$ cat src/sv/asbi_pkg.sv
`default_nettype none

package asbi_pkg;

    // Entity slot count and bitmap geometry
    localparam int ENTITY_SLOTS = 1024;
    localparam int WORD_BITS    = 64;
    localparam int BIT_W        = 6;
    localparam int WORD_COUNT   = (ENTITY_SLOTS + WORD_BITS - 1) / WORD_BITS;
    localparam int WORD_AW      = (WORD_COUNT > 1) ? $clog2(WORD_COUNT) : 1;

    // Fixed field widths
    localparam int ID_W   = 10;
    localparam int CUR_W  = ID_W + 1;
    localparam int SCAN_W = ID_W - BIT_W + 1;

    // Request codes
    localparam logic [1:0] FUNC_SET   = 2'd0;
    localparam logic [1:0] FUNC_NEXT  = 2'd1;
    localparam logic [1:0] FUNC_CLEAR = 2'd2;

    typedef logic [WORD_BITS-1:0] t_word;

    // Index of the lowest set bit; 63 for an all-zero word
    function automatic logic [BIT_W-1:0] low_bit_index(input t_word v);
        logic [BIT_W-1:0] n;
        n = BIT_W'(WORD_BITS - 1);
        for (int k = WORD_BITS - 1; k >= 0; k--) begin
            if (v[k]) begin
                n = BIT_W'(k);
            end
        end
        return n;
    endfunction

endpackage

`default_nettype wire

$ cat src/sv/asbi_ram.sv
`default_nettype none

module asbi_ram #(
    parameter int WIDTH = 64,
    parameter int DEPTH = 16
) (
    input  wire logic                                    i_clk,
    input  wire logic                                    i_we,
    input  wire logic [((DEPTH > 1) ? $clog2(DEPTH) : 1)-1:0] i_waddr,
    input  wire logic [WIDTH-1:0]                        i_wdata,
    input  wire logic [((DEPTH > 1) ? $clog2(DEPTH) : 1)-1:0] i_raddr,
    output logic      [WIDTH-1:0]                        o_rdata
);

    logic [WIDTH-1:0] r_mem [DEPTH];

    always_ff @(posedge i_clk) begin
        if (i_we) begin
            r_mem[i_waddr] <= i_wdata;
        end
        o_rdata <= r_mem[i_raddr];
    end

endmodule

`default_nettype wire

$ cat src/sv/active_set_bitmap_iterator.sv
`default_nettype none

// Active-set bitmap iterator. One activity bit per entity slot is kept in a
// 64-bit-word RAM, plus a running upper bound on the highest active id.
// A set request writes one slot's bit (an active slot raises the bound) and
// restarts the scan pass; a clear request empties the bitmap and zeroes the
// bound (per-word valid flags, no clearing pass). A next request
// returns the lowest active id at or above the scan cursor, or pass_done when
// none is left up to the bound's word, at which point the bound drops to the
// last id found in the pass. Every request gives exactly one response.
// Steps: set passes through S_SET to S_RES; clear and unused codes go
// straight to S_RES. A next request reads at most 16 words, each read in
// S_RD and tested in S_CHK, until it hits or ends the pass in S_RD; each
// word costs one RAM read and one test, and the result goes to S_RES.
// Requests are taken one at a time; a finished response waits in an output
// register so a new request can start while it is still stalled.
module active_set_bitmap_iterator (
    input  wire logic                     i_clk,
    input  wire logic                     i_rst_n,
    // request channel
    input  wire logic                     i_valid,
    output logic                          o_stall,
    input  wire logic [1:0]               i_func,
    input  wire logic [asbi_pkg::ID_W-1:0] i_entity_id,
    input  wire logic                     i_active_flag,
    // response channel
    output logic                          o_valid,
    input  wire logic                     i_stall,
    output logic [asbi_pkg::ID_W-1:0]     o_found_id,
    output logic                          o_found,
    output logic                          o_pass_done,
    output logic [asbi_pkg::ID_W-1:0]     o_highest_bound
);

    localparam int ID_W    = asbi_pkg::ID_W;
    localparam int CUR_W   = asbi_pkg::CUR_W;
    localparam int SCAN_W  = asbi_pkg::SCAN_W;
    localparam int BIT_W   = asbi_pkg::BIT_W;
    localparam int WORD_AW = asbi_pkg::WORD_AW;
    localparam int WORDS   = asbi_pkg::WORD_COUNT;

    // sequencer states
    localparam logic [2:0] S_IDLE = 3'd0;
    localparam logic [2:0] S_SET  = 3'd1;   // read data back, write modified word
    localparam logic [2:0] S_RD   = 3'd2;   // issue scan word read or end pass
    localparam logic [2:0] S_CHK  = 3'd3;   // test scan word
    localparam logic [2:0] S_RES  = 3'd4;   // hand response to output register

    logic [2:0]              r_state, n_state;
    logic [ID_W-1:0]         r_bound, n_bound;
    logic [CUR_W-1:0]        r_cursor, n_cursor;
    logic [ID_W-1:0]         r_seen, n_seen;
    logic [SCAN_W-1:0]       r_scan_w, n_scan_w;
    logic                    r_first, n_first;
    logic [WORDS-1:0]        r_wvalid, n_wvalid;
    logic                    r_rd_valid;
    logic [ID_W-1:0]         r_id;
    logic                    r_flag;

    // pending response
    logic [ID_W-1:0]         r_res_id, n_res_id;
    logic                    r_res_found, n_res_found;
    logic                    r_res_done, n_res_done;

    // output register
    logic                    r_out_valid;
    logic [ID_W-1:0]         r_out_id;
    logic                    r_out_found;
    logic                    r_out_done;
    logic [ID_W-1:0]         r_out_bound;

    // RAM port signals
    logic                    ram_we;
    logic [WORD_AW-1:0]      ram_waddr;
    logic [WORD_AW-1:0]      ram_raddr;
    asbi_pkg::t_word         ram_wdata;
    asbi_pkg::t_word         ram_rdata;

    logic                    req_accept;
    logic                    res_load;
    logic [31:0]             set_word_ext;
    logic [31:0]             scan_word_ext;
    logic [31:0]             lim_ext;
    logic [SCAN_W-1:0]       scan_lim;
    asbi_pkg::t_word         cur_word;
    asbi_pkg::t_word         scan_bits;
    logic [BIT_W-1:0]        hit_bit;
    logic [ID_W-1:0]         hit_id;

    assign req_accept  = i_valid && !o_stall;
    assign res_load    = (r_state == S_RES) && (!r_out_valid || !i_stall);

    // word addresses, widened then cut to the RAM address width
    assign set_word_ext  = 32'(r_id[ID_W-1:BIT_W]);
    assign scan_word_ext = 32'(r_scan_w);

    // scan limit: bound's word + 1, capped at the word count
    assign lim_ext  = 32'(r_bound[ID_W-1:BIT_W]) + 32'd1;
    assign scan_lim = (lim_ext > WORDS) ? SCAN_W'(WORDS) : lim_ext[SCAN_W-1:0];

    // word read last cycle; never-written words read as zero
    assign cur_word  = r_rd_valid ? ram_rdata : '0;
    assign scan_bits = r_first ? (cur_word & ({asbi_pkg::WORD_BITS{1'b1}} << r_cursor[BIT_W-1:0]))
                               : cur_word;
    assign hit_bit   = asbi_pkg::low_bit_index(scan_bits);
    assign hit_id    = {r_scan_w[SCAN_W-2:0], hit_bit};

    // scan reads while scanning, otherwise the word of the offered id
    always_comb begin
        ram_raddr = (r_state == S_RD) ? scan_word_ext[WORD_AW-1:0]
                                      : WORD_AW'(i_entity_id[ID_W-1:BIT_W]);
    end

    assign ram_waddr = set_word_ext[WORD_AW-1:0];
    assign ram_we    = (r_state == S_SET);
    assign ram_wdata = r_flag ? (cur_word | (asbi_pkg::t_word'(1) << r_id[BIT_W-1:0]))
                              : (cur_word & ~(asbi_pkg::t_word'(1) << r_id[BIT_W-1:0]));

    always_comb begin
        n_state     = r_state;
        n_bound     = r_bound;
        n_cursor    = r_cursor;
        n_seen      = r_seen;
        n_scan_w    = r_scan_w;
        n_first     = r_first;
        n_wvalid    = r_wvalid;
        n_res_id    = r_res_id;
        n_res_found = r_res_found;
        n_res_done  = r_res_done;
        case (r_state)
            S_IDLE: begin
                if (req_accept) begin
                    n_res_id    = '0;
                    n_res_found = 1'b0;
                    n_res_done  = 1'b0;
                    case (i_func)
                        asbi_pkg::FUNC_SET: begin
                            // out-of-range ids answer without touching state
                            n_state = (32'(i_entity_id) < asbi_pkg::ENTITY_SLOTS) ? S_SET
                                                                                  : S_RES;
                        end
                        asbi_pkg::FUNC_NEXT: begin
                            n_scan_w = r_cursor[CUR_W-1:BIT_W];
                            n_first  = 1'b1;
                            n_state  = S_RD;
                        end
                        asbi_pkg::FUNC_CLEAR: begin
                            n_wvalid = '0;
                            n_bound  = '0;
                            n_cursor = '0;
                            n_seen   = '0;
                            n_state  = S_RES;
                        end
                        default: begin
                            n_state = S_RES;
                        end
                    endcase
                end
            end
            S_SET: begin
                n_wvalid[ram_waddr] = 1'b1;
                if (r_flag && (r_id > r_bound)) begin
                    n_bound = r_id;
                end
                n_cursor = '0;
                n_seen   = '0;
                n_state  = S_RES;
            end
            S_RD: begin
                if (r_scan_w >= scan_lim) begin
                    // pass over: bound falls to last id found
                    n_res_done = 1'b1;
                    n_bound    = r_seen;
                    n_cursor   = '0;
                    n_seen     = '0;
                    n_state    = S_RES;
                end else begin
                    n_state = S_CHK;
                end
            end
            S_CHK: begin
                if (scan_bits != '0) begin
                    n_res_id    = hit_id;
                    n_res_found = 1'b1;
                    n_cursor    = CUR_W'(hit_id) + CUR_W'(1);
                    n_seen      = hit_id;
                    n_state     = S_RES;
                end else begin
                    n_scan_w = r_scan_w + SCAN_W'(1);
                    n_first  = 1'b0;
                    n_state  = S_RD;
                end
            end
            S_RES: begin
                if (res_load) begin
                    n_state = S_IDLE;
                end
            end
            default: begin
                n_state = S_IDLE;
            end
        endcase
    end

    always_ff @(posedge i_clk) begin
        if (!i_rst_n) begin
            r_state     <= S_IDLE;
            r_bound     <= '0;
            r_cursor    <= '0;
            r_seen      <= '0;
            r_wvalid    <= '0;
            r_out_valid <= 1'b0;
        end else begin
            r_state  <= n_state;
            r_bound  <= n_bound;
            r_cursor <= n_cursor;
            r_seen   <= n_seen;
            r_wvalid <= n_wvalid;
            if (res_load) begin
                r_out_valid <= 1'b1;
            end else if (!i_stall) begin
                r_out_valid <= 1'b0;
            end
        end
    end

    always_ff @(posedge i_clk) begin
        r_scan_w    <= n_scan_w;
        r_first     <= n_first;
        r_res_id    <= n_res_id;
        r_res_found <= n_res_found;
        r_res_done  <= n_res_done;
        r_rd_valid  <= r_wvalid[ram_raddr];
        if (req_accept) begin
            r_id   <= i_entity_id;
            r_flag <= i_active_flag;
        end
        if (res_load) begin
            r_out_id    <= r_res_id;
            r_out_found <= r_res_found;
            r_out_done  <= r_res_done;
            r_out_bound <= r_bound;
        end
    end

    asbi_ram #(
        .WIDTH(asbi_pkg::WORD_BITS),
        .DEPTH(WORDS)
    ) u_bitmap (
        .i_clk  (i_clk),
        .i_we   (ram_we),
        .i_waddr(ram_waddr),
        .i_wdata(ram_wdata),
        .i_raddr(ram_raddr),
        .o_rdata(ram_rdata)
    );

    assign o_stall         = (r_state != S_IDLE);
    assign o_valid         = r_out_valid;
    assign o_found_id      = r_out_id;
    assign o_found         = r_out_found;
    assign o_pass_done     = r_out_done;
    assign o_highest_bound = r_out_bound;

endmodule

`default_nettype wire
$ cat config.mk
export PLATFORM = sky130hd
export DESIGN_NAME = active_set_bitmap_iterator
export DESIGN_NICKNAME = d
export VERILOG_FILES = /design/src/sv/asbi_pkg.sv /design/src/sv/asbi_ram.sv /design/src/sv/active_set_bitmap_iterator.sv
export SDC_FILE = /design/constraint.sdc
export NUM_CORES = 2
export LEC_CHECK = 0
export BUFFER_PORTS_ARGS = -buffer_cell sky130_fd_sc_hd__buf_4
export CORE_MARGIN = 5
export CORE_UTILIZATION = 65
export DETAILED_ROUTE_END_ITERATION = 8
export PLACE_DENSITY = 0.82
export SYNTH_ARGS = -nofsm -noshare
export SYNTH_HDL_FRONTEND = slang
export SYNTH_SLANG_ARGS = --single-unit
$ cat constraint.sdc
create_clock -name i_clk -period 17.94 [get_ports i_clk]
set_input_delay 0.897 -clock i_clk [delete_from_list [all_inputs] [get_ports i_clk]]
set_output_delay 0.897 -clock i_clk [all_outputs]
set_load 0.02 [all_outputs]
==> metrics.md <==
| Metric | Value |
|---|---|
| CTS tree | done |
| Register bit total from synthesis | 1,191 |
| Detail Route Antenna Nets | 0 |
| Number of synthesized flops with an enable pin | approximately 1,100 |
| Sequential group share of total power | around 53% |
| Multi-input gate area | roughly 14,000 um2 |
| Post-route setup slack | 13.17 ns |
| Initial antenna violation count | 0 |
| Synth warnings | 0 |
| P per Cell Area | about 110 nW/um2 |
| Internal | about 4.6 mW |
| Vias in the first global route | 31,300 |
| Drt first-iter violations | just under 5,000 |
| Worst Setup Start Kind | flip-flop |
| Worst path top cell family by delay | simple AND/OR/NAND/NOR gates |
| Routed WL | between 100,000 and 150,000 um |
| Filler cells | between 4,000 and 5,000 |
| Synthesized cell area | around 50,000 um2 |
| Share of the yosys chip area belonging to registers | 70.0% |
| Worst skew pair latency | 0.67 ns |
| Outcome | completed |
| Die Width | between 200 and 300 um |
| Drc violations | 0 |
| CTS Buffer Depth | 3 |
| Synth Flop Type | edfxtp_1 |
| Async S/R FF share, synth | 0% |
| Yosys cell types | 79 |
| Hpwl dp | ~70,000 um |
| Comb power frac | roughly 10% |
| F_max | about 210 MHz |
| Total power | 6.10 mW |
| Sw Pwr | between 1 and 1.5 mW |
| Critical Path Slowest Stage Cell | o41ai_2 |
| Layout cells sized above 1 | under 10% |
| Final setup violation count | 0 |
| Vias | ~33,000 |
| Tcrit/Tclk final | about a quarter |
| Post-synth net total | around 3,900 |
| Worst min path class | input pin to flip-flop |
| Die height | between 200 and 300 um |
| Critical-path cell list | buf_4 > and2_1 > a222oi_1 > o221ai_1 > or4_1 > nand2b_1 > or2_1 > o41ai_2 > and2_1 > a32o_1 > or3_1 |
| Final #Nets | 3,808 |
| Clock power share | a little under two fifths |
| Die area | between 80,000 and 90,000 um2 |
| Antenna diodes | 0 |
| Final Cell Area | about 54,000 um2 |
| Most used cell, CP | and2_1 |
| H-tree depth | 3 |
| MaxCap Viol Count | 0 |
| Switching Fraction | between 20% and 30% |
| Pins over their slew limit | 0 |
| IO buf count | 40 |
| Total GRT Usage | a little under a third |
| Largest net degree at the start of global routing | around 230 |
| RSZ-0062 raised after global routing | false |
| Register area | ~35,000 um2 |
| IR drop worst, VDD | between 0.08 and 0.09 mV |
| Final hold violation count | 0 |
| RD Place Congestion | approximately 0.99 |
| CP Data Arrival Time | about 5.4 ns |
| Inst Count DP | ~4,600 |
| Hold-fix buffers, CTS | 0 |
| First-pass detailed-route iteration total | 9 |
| Dpl ws | 13.34 ns |
| Setup Buffers After CTS | 0 |
| Avg WL per Cell | about 26 um |
| Cell area after placement | slightly above 50,000 um2 |
| Cells after synthesis | ~3,900 |
| Crit end category | flip-flop |
| Worst EP required | roughly 19 ns |
| Worst Skew | roughly 0.031 ns |
| CTS resizes | 0 |
| Via/cell ratio | a little under 7 |
| CP Max Fanout | between 50 and 60 |
| Slew margin rel. | a little under a fifth |
| IO Pins | about 40 |
| Final std cells w/o fill | 4,843 |
| Inserted Clock Buffers | about 110 |
| Area growth syn-to-layout | 9.35% |
| Syn_area_per_cell | between 10 and 15 um2 |
| Initial Util | between 60 and 70% |
| Crit-path max cell delay | 0.87 ns |
| CORE AREA | between 70,000 and 80,000 um2 |
| Min Clock Period, post-route | around 4.8 ns |
| Global-route wire length before repair | 189,000 um |
| Worst-path clk slew | 0.06 ns |
| Setup TNS | 0 ns |
| Sink Count | 1,191 |
| CP bufs+invs | 1 |
| Gr ovfl total | 0 |
| Clk root buf | clkbuf_16 |
| Slew @ Worst Pin | ~1.2 ns |
| Leak Pwr | 17.7 nW |
| Row count | just over 100 |
| Crit Path Category | flip-flop to flip-flop |
## area by class of cell
cell class / instances / area share (%)
multi-input cells: 2331 / 25.4
well taps: 978 / 2.26
clock inverters: 47 / 0.826
flip-flops and latches: 1191 / 64.0
clock buffers: 157 / 5.72
inverters: 32 / 0.222
repair buffers: 107 / 1.55
## worst paths after layout
path                              from                       end  slack [ns]  depth (start not counted)
max                 r_rd_valid$_DFF_P_  r_cursor[6]$_SDFFE_PN0P_       13.17                         11
min                     i_entity_id[2]         r_id[2]$_DFFE_PP_        0.40                          1
max reg2reg         r_rd_valid$_DFF_P_  r_cursor[6]$_SDFFE_PN0P_       13.17                         11
min reg2reg  r_res_id[5]$_SDFFCE_PN0P_   o_found_id[5]$_DFFE_PP_        0.42                          0
## metal layers
layer	global-route usage (%)	vias to the layer above	wire length, um
met5	0	-	0
met4	11.8	0	5520
met3	5.70	347	13500
met2	46.7	2105	57600
met1	43.4	16300	49600
li1	-	14600	-
## stage by stage
stage / hold slack, ns / util, %
after floorplan: 0.400 / -
after global placement: 0.405 / 66.8
after detailed placement: 0.405 / 66.8
after CTS: 0.369 / 71.5
after global routing: 0.375 / 71.5
final: 0.399 / 71.5
## worst reg2reg max path, cell delays in order (launching register included)
cell and delay (ns):
dfxtp_4 0.49, buf_4 0.39, and2_1 0.30, a222oi_1 0.34, o221ai_1 0.22, or4_1 0.67, nand2b_1 0.25, or2_1 0.38
o41ai_2 0.88, and2_1 0.51, a32o_1 0.18, or3_1 0.10
## power groups by stage
stage / Sequential (mW) / Clock [mW] / Combinational, mW
5_1_grt: 3.21 / 2.41 / 0.669
3_5_place_dp: 3.26 / 0 / 0.597
2_1_floorplan: 3.22 / 0 / 0.425
4_1_cts: 3.21 / 2.29 / 0.603
3_3_place_gp: 3.26 / 0 / 0.582
6_report: 3.21 / 2.27 / 0.618
## cell families after synthesis
logic type | synth area share, %
multiplexers | 0.243
AO/OA/AOI/OAI | 14.8
buffers and inverters | 2.62
XOR/XNOR | 0.159
AND/OR/NAND/NOR | 11.8
flip-flops | 70.0
adder cells (fa/ha/maj) | 0.430
## state kept, by name, indices dropped and copies added (netlist names), 3 cells and up
signal,count
r_wvalid,16
r_id,10
r_seen,10
r_scan_w,5
r_bound,10
o_highest_bound,10
u_bitmap.r_mem,1024
r_state,3
r_res_id,10
u_bitmap.o_rdata,64
r_cursor,11
o_found_id,10
## cells in the mapped netlist, types with 7 or more instances
master,n,area [um2]
o21a_1,9,67.6
buf_1,9,33.8
and3_1,7,43.8
mux2_2,8,90.1
inv_1,31,116
o211ai_1,42,315
clkbuf_1,254,953
a22oi_1,11,82.6
nor3_1,25,125
dfxtp_1,116,2320
nand4_1,28,175
nor2b_1,13,81.3
and2_1,285,1780
a31oi_1,146,913
nand3_1,84,420
a21o_1,10,75.1
nor2_1,98,368
a311oi_1,130,1140
ha_1,17,213
nand2_1,661,2480
a221oi_1,12,105
a211oi_1,342,2570
o21ai_0,51,255
o2111ai_1,9,78.8
a21oi_1,197,986
buf_2,29,145
nand2b_1,16,100
edfxtp_1,1075,32300
a31o_2,13,114
## placed cells by master (no fill, tap or decap), types with 12 or more instances in the layout
cell | Yosys | final
edfxtp_1 | 1075 | 1075
nand2_1 | 661 | 661
a211oi_1 | 342 | 342
and2_1 | 285 | 285
a21oi_1 | 197 | 196
a31oi_1 | 146 | 146
a311oi_1 | 130 | 130
dfxtp_1 | 116 | 115
clkbuf_16 | 0 | 112
buf_4 | 4 | 104
nor2_1 | 98 | 86
nand3_1 | 84 | 84
o21ai_0 | 51 | 51
o211ai_1 | 42 | 42
clkbuf_1 | 254 | 33
inv_1 | 31 | 31
nand4_1 | 28 | 28
nor3_1 | 25 | 19
ha_1 | 17 | 17
nand2b_1 | 16 | 16
clkinv_1 | 1 | 16
clkinv_2 | 0 | 14
nor2b_1 | 13 | 13
a31o_2 | 13 | 13
nor2_4 | 0 | 12
a221oi_1 | 12 | 12
clkbuf_8 | 0 | 12
Power figures use the tool's default switching activity.
